## src/design/sit_pkg.sv

```systemverilog
// ----------------------------------------------------------------------------
// sit_pkg: shared constants and types for the segment intersection test
// Coordinate width, derived datapath widths, bus widths and pipeline depth.
// ----------------------------------------------------------------------------
`default_nettype none

package sit_pkg;

	// coordinate format
	localparam int COORD_WIDTH = 16;
	localparam int W           = COORD_WIDTH;

	// differences of two coordinates
	localparam int DIFF_W = W + 1;
	// products and sums of products (den, sn, tn), signed
	localparam int PROD_W = 2 * W + 2;
	// magnitude of den and tn after sign normalization
	localparam int MAG_W  = 2 * W + 1;
	// scaled numerator tn * |r|
	localparam int NUM_W  = MAG_W + W;

	// stream bus widths, fields packed from bit 0 and padded to bytes
	localparam int IN_FIELDS  = 8;
	localparam int IN_DATA_W  = ((IN_FIELDS * W + 7) / 8) * 8;
	localparam int OUT_DATA_W = ((2 * W + 7) / 8) * 8;

	// pipeline: five front stages, one divider stage per quotient bit, output stage
	localparam int FRONT_STAGES = 5;
	localparam int DIV_STAGES   = W;
	localparam int NUM_STAGES   = FRONT_STAGES + DIV_STAGES + 1;

	// state of one item inside the divider pipeline
	typedef struct packed {
		logic                hit;
		logic [MAG_W-1:0]    den;
		logic [MAG_W-1:0]    rem_x;
		logic [MAG_W-1:0]    rem_y;
		logic [W-1:0]        low_x;
		logic [W-1:0]        low_y;
		logic [W-1:0]        quo_x;
		logic [W-1:0]        quo_y;
		logic                neg_x;
		logic                neg_y;
		logic [W-1:0]        base_x;
		logic [W-1:0]        base_y;
	} div_t;

endpackage

`default_nettype wire

```

## src/design/sit_div_step.sv

```systemverilog
// ----------------------------------------------------------------------------
// sit_div_step: one restoring division step
// Shifts the next numerator bit into the remainder, subtracts the divisor
// when it fits and shifts the resulting quotient bit in.
// ----------------------------------------------------------------------------
`default_nettype none

module sit_div_step (
	input  logic [sit_pkg::MAG_W-1:0] den,
	input  logic [sit_pkg::MAG_W-1:0] rem_in,
	input  logic [sit_pkg::W-1:0]     low_in,
	input  logic [sit_pkg::W-1:0]     quo_in,
	output logic [sit_pkg::MAG_W-1:0] rem_out,
	output logic [sit_pkg::W-1:0]     low_out,
	output logic [sit_pkg::W-1:0]     quo_out
);

	logic [sit_pkg::MAG_W:0] trial;
	logic [sit_pkg::MAG_W:0] diff;
	logic                    fits;

	// remainder stays below den, so the trial value fits one extra bit
	assign trial = {rem_in, low_in[sit_pkg::W-1]};
	assign diff  = trial - {1'b0, den};
	assign fits  = trial >= {1'b0, den};

	assign rem_out = fits ? diff[sit_pkg::MAG_W-1:0] : trial[sit_pkg::MAG_W-1:0];
	assign low_out = {low_in[sit_pkg::W-2:0], 1'b0};
	assign quo_out = {quo_in[sit_pkg::W-2:0], fits};

endmodule

`default_nettype wire

```

## config.mk

```make
export PLATFORM = sky130hd
export DESIGN_NAME = sit_div_step
export DESIGN_NICKNAME = d
export VERILOG_FILES = /design/src/design/sit_pkg.sv /design/src/design/sit_div_step.sv
export SDC_FILE = /design/constraint.sdc
export NUM_CORES = 1
export LEC_CHECK = 0
export BUFFER_PORTS_ARGS = -buffer_cell sky130_fd_sc_hd__buf_2
export CAP_MARGIN = 5
export CELL_PAD_IN_SITES_DETAIL_PLACEMENT = 1
export CELL_PAD_IN_SITES_GLOBAL_PLACEMENT = 1
export CORE_ASPECT_RATIO = 2
export CORE_MARGIN = 2
export CORE_UTILIZATION = 32
export DETAILED_ROUTE_END_ITERATION = 6
export PLACE_DENSITY = 0.95
export SYNTH_ARGS = -nofsm -noshare
export SYNTH_HDL_FRONTEND = slang
export SYNTH_SLANG_ARGS = --single-unit
```

## constraint.sdc

```tcl
create_clock -name vclk -period 9.1
set_input_delay 0.91 -clock vclk [all_inputs]
set_output_delay 0.91 -clock vclk [all_outputs]
set_load 0.02 [all_outputs]
```

==> results_dict.tcl <==
set metrics [dict create \
    status "finished clean" \
    die-area_mm2 0.00907 \
    nClkBuffers 0 \
    final.period_utilization 0.618 \
    drive_gt1_frac 0.284 \
    ant_nets 0 \
    route.detailed.drc 0 \
    cts.repair.resized 0 \
    postLayoutCellArea_mm2 0.00295 \
    startpoint_type "input pin" \
    fin_crit_ns 5.62 \
    rsz0062_at_grt "false" \
    swShare 0.621 \
    yosysSeqAreaShare 0 \
    coreArea_mm2 0.00817 \
    drt_first_pass_iters 4 \
    seqCellArea_um2 0 \
    holdCritPathClass "in -> out" \
    leakage_uw 0.00153 \
    synth.top_cell.area_share 0.156 \
    finalMaxSlewViolations 0 \
    syn-cell-area_mm2 0.00265 \
    syn_area_per_cell_um2 6.64 \
    routed-via-count 3046 \
    grt_max_degree 37 \
    max_cap_violations 0 \
    internal_power_uw 104 \
    synthTopCellsByArea "ha_1 16%, buf_4 9.1%, nand2_1 8.2%" \
    startpoint "low_in[15]" \
    power.share.combinational 1.000 \
    critPathKind "in -> out" \
    setup_tns_ns 0 \
    fillerInstances 1114 \
    wl_per_cell_um 15.7 \
    row_count 47 \
    hold_buffers 0 \
    drt_iter0_markers 67 \
    fmax_ghz 0.178 \
    path_max_fanout 36 \
    syn_nets 531 \
    synthCells 399 \
    dieHeight_um 133 \
    cp-end-kind "output port" \
    p_per_area_mw_per_mm2 92.4 \
    grt_pass1_vias 3279 \
    seq_cells 0 \
    arrival_ns 4.71 \
    io_buffer_count 101 \
    grtUsageTotal 0.189 \
    die_w_um 68.3 \
    seqPwrFrac 0 \
    setup_violations 0 \
    cts_setup_buffers 0 \
    ir_worst_vdd_mv 0.0375 \
    start_util 0.324 \
    power_uw 273 \
    cp_data_required_time_ns 8.19 \
    num_antenna_cells 0 \
    wl_um 8660 \
    hold_violations 0 \
    routed_via_density 5.52 \
    post-dp-hpwl_um 7580 \
    synth_top_cell_by_area "ha_1" \
    gp_congestion 0.904 \
    worstMarginPinSlew_ns 1.04 \
    place_area_mm2 0.00295 \
    pwr-share-clk 0 \
    power.switching_uw 169 \
    yosysUniqueCellTypes 52 \
    grt_antenna_before_repair 0 \
    ioPinCount 163 \
    grt-ovfl-total 0 \
    yosysWarnings 0 \
    grt_pass1_wl_um 14000 \
    slew_headroom 0.303 \
    syn_to_final_growth_pct 11.5 \
    cp-endpoint "rem_out[19]" \
    nNetsFinal 588 \
]
-- layer usage --
metal  vias up  global-route usage  wire length (µm)
li1       1483                   -                 -
met1      1418               0.173              2900
met2        93               0.379              4930
met3        52             0.00680               316
met4         0               0.104               520
met5         -                   0                 0
-- worst max-delay path: stages --
cell and delay, ns:
buf_2 0.10, inv_1 0.04, ha_1 0.15, inv_1 0.05, fa_1 0.40, a21o_1 0.22
a221o_2 0.40, a21oi_2 0.29, o41a_4 0.21, o31ai_4 0.10, a41oi_4 0.89, buf_4 0.51
nand2_1 0.13, o21ai_2 0.09, buf_2 0.18
-- Yosys cell counts, types with 2 or more instances --
cell,n
nand2_1,58
inv_1,43
a21oi_1,34
ha_1,33
buf_4,32
o21ai_0,26
o21ai_2,18
xnor2_1,16
nor2_1,15
xor2_1,12
a21o_1,10
clkbuf_1,8
nand3_1,8
o21bai_1,8
and3_1,7
buf_6,6
nor3_1,5
o31ai_1,5
a211oi_1,4
nand2b_1,4
nor4_1,4
o21a_1,4
a21boi_0,3
a31oi_1,3
nand4_1,3
o211ai_1,3
or3_1,2
-- cells by family (layout without fill, tap and decap cells) --
group / after synthesis / count (layout) / share of synthesized area
AND/OR/NAND/NOR: 109 / 109 / 0.185
multiplexers: 1 / 1 / 0.00567
other: 1 / 1 / 0.00142
AO/OA/AOI/OAI: 136 / 136 / 0.362
XOR/XNOR: 28 / 28 / 0.0926
buffers and inverters: 90 / 145 / 0.190
adder cells (fa/ha/maj): 34 / 34 / 0.163
-- cells in the final DEF (no fill, tap or decap), types with 7 or more instances in the layout --
cell type / netlist / layout
buf_2: 1 / 101
nand3_1: 8 / 8
xor2_1: 12 / 12
nor2_1: 15 / 15
a21oi_1: 34 / 34
xnor2_1: 16 / 16
o21ai_0: 26 / 26
a21o_1: 10 / 10
and3_1: 7 / 7
ha_1: 33 / 33
o21bai_1: 8 / 8
o21ai_2: 18 / 18
inv_1: 43 / 43
nand2_1: 58 / 58
-- layout make-up --
cell class,count,area [µm²],area share
timing repair buffer,102,513,0.174
multi-input combinational,309,2160,0.730
inverter,43,161,0.0547
tap,98,123,0.0415
-- metrics by stage --
stage | std cells | setup WS, ns | util | hold slack, ns
2_1_floorplan | 399 | 4.68 | - | 1.93
3_3_place_gp | 552 | 3.60 | 0.361 | 1.82
3_5_place_dp | 552 | 3.42 | 0.361 | 1.82
4_1_cts | 552 | 3.42 | 0.361 | 1.82
5_1_grt | 552 | 3.21 | 0.361 | 1.82
6_report | 552 | 3.48 | 0.361 | 1.82
-- worst min-delay path by stage --
stage                from           to  slack (ns)  cells past startpoint
2_1_floorplan   low_in[9]  low_out[10]        1.93                      1
3_3_place_gp   low_in[12]  low_out[13]        1.82                      0
3_5_place_dp   low_in[12]  low_out[13]        1.82                      0
4_1_cts        low_in[12]  low_out[13]        1.82                      0
5_1_grt         quo_in[4]   quo_out[5]        1.82                      0
6_report       low_in[11]  low_out[12]        1.82                      0
-- power by group through the flow --
stage	clock network [µW]	logic, µW	registers (µW)
after CTS	0	274	0
after global routing	0	298	0
after floorplan	0	214	0
final	0	273	0
after global placement	0	264	0
after detailed placement	0	273	0
Power figures use the tool's default switching activity.
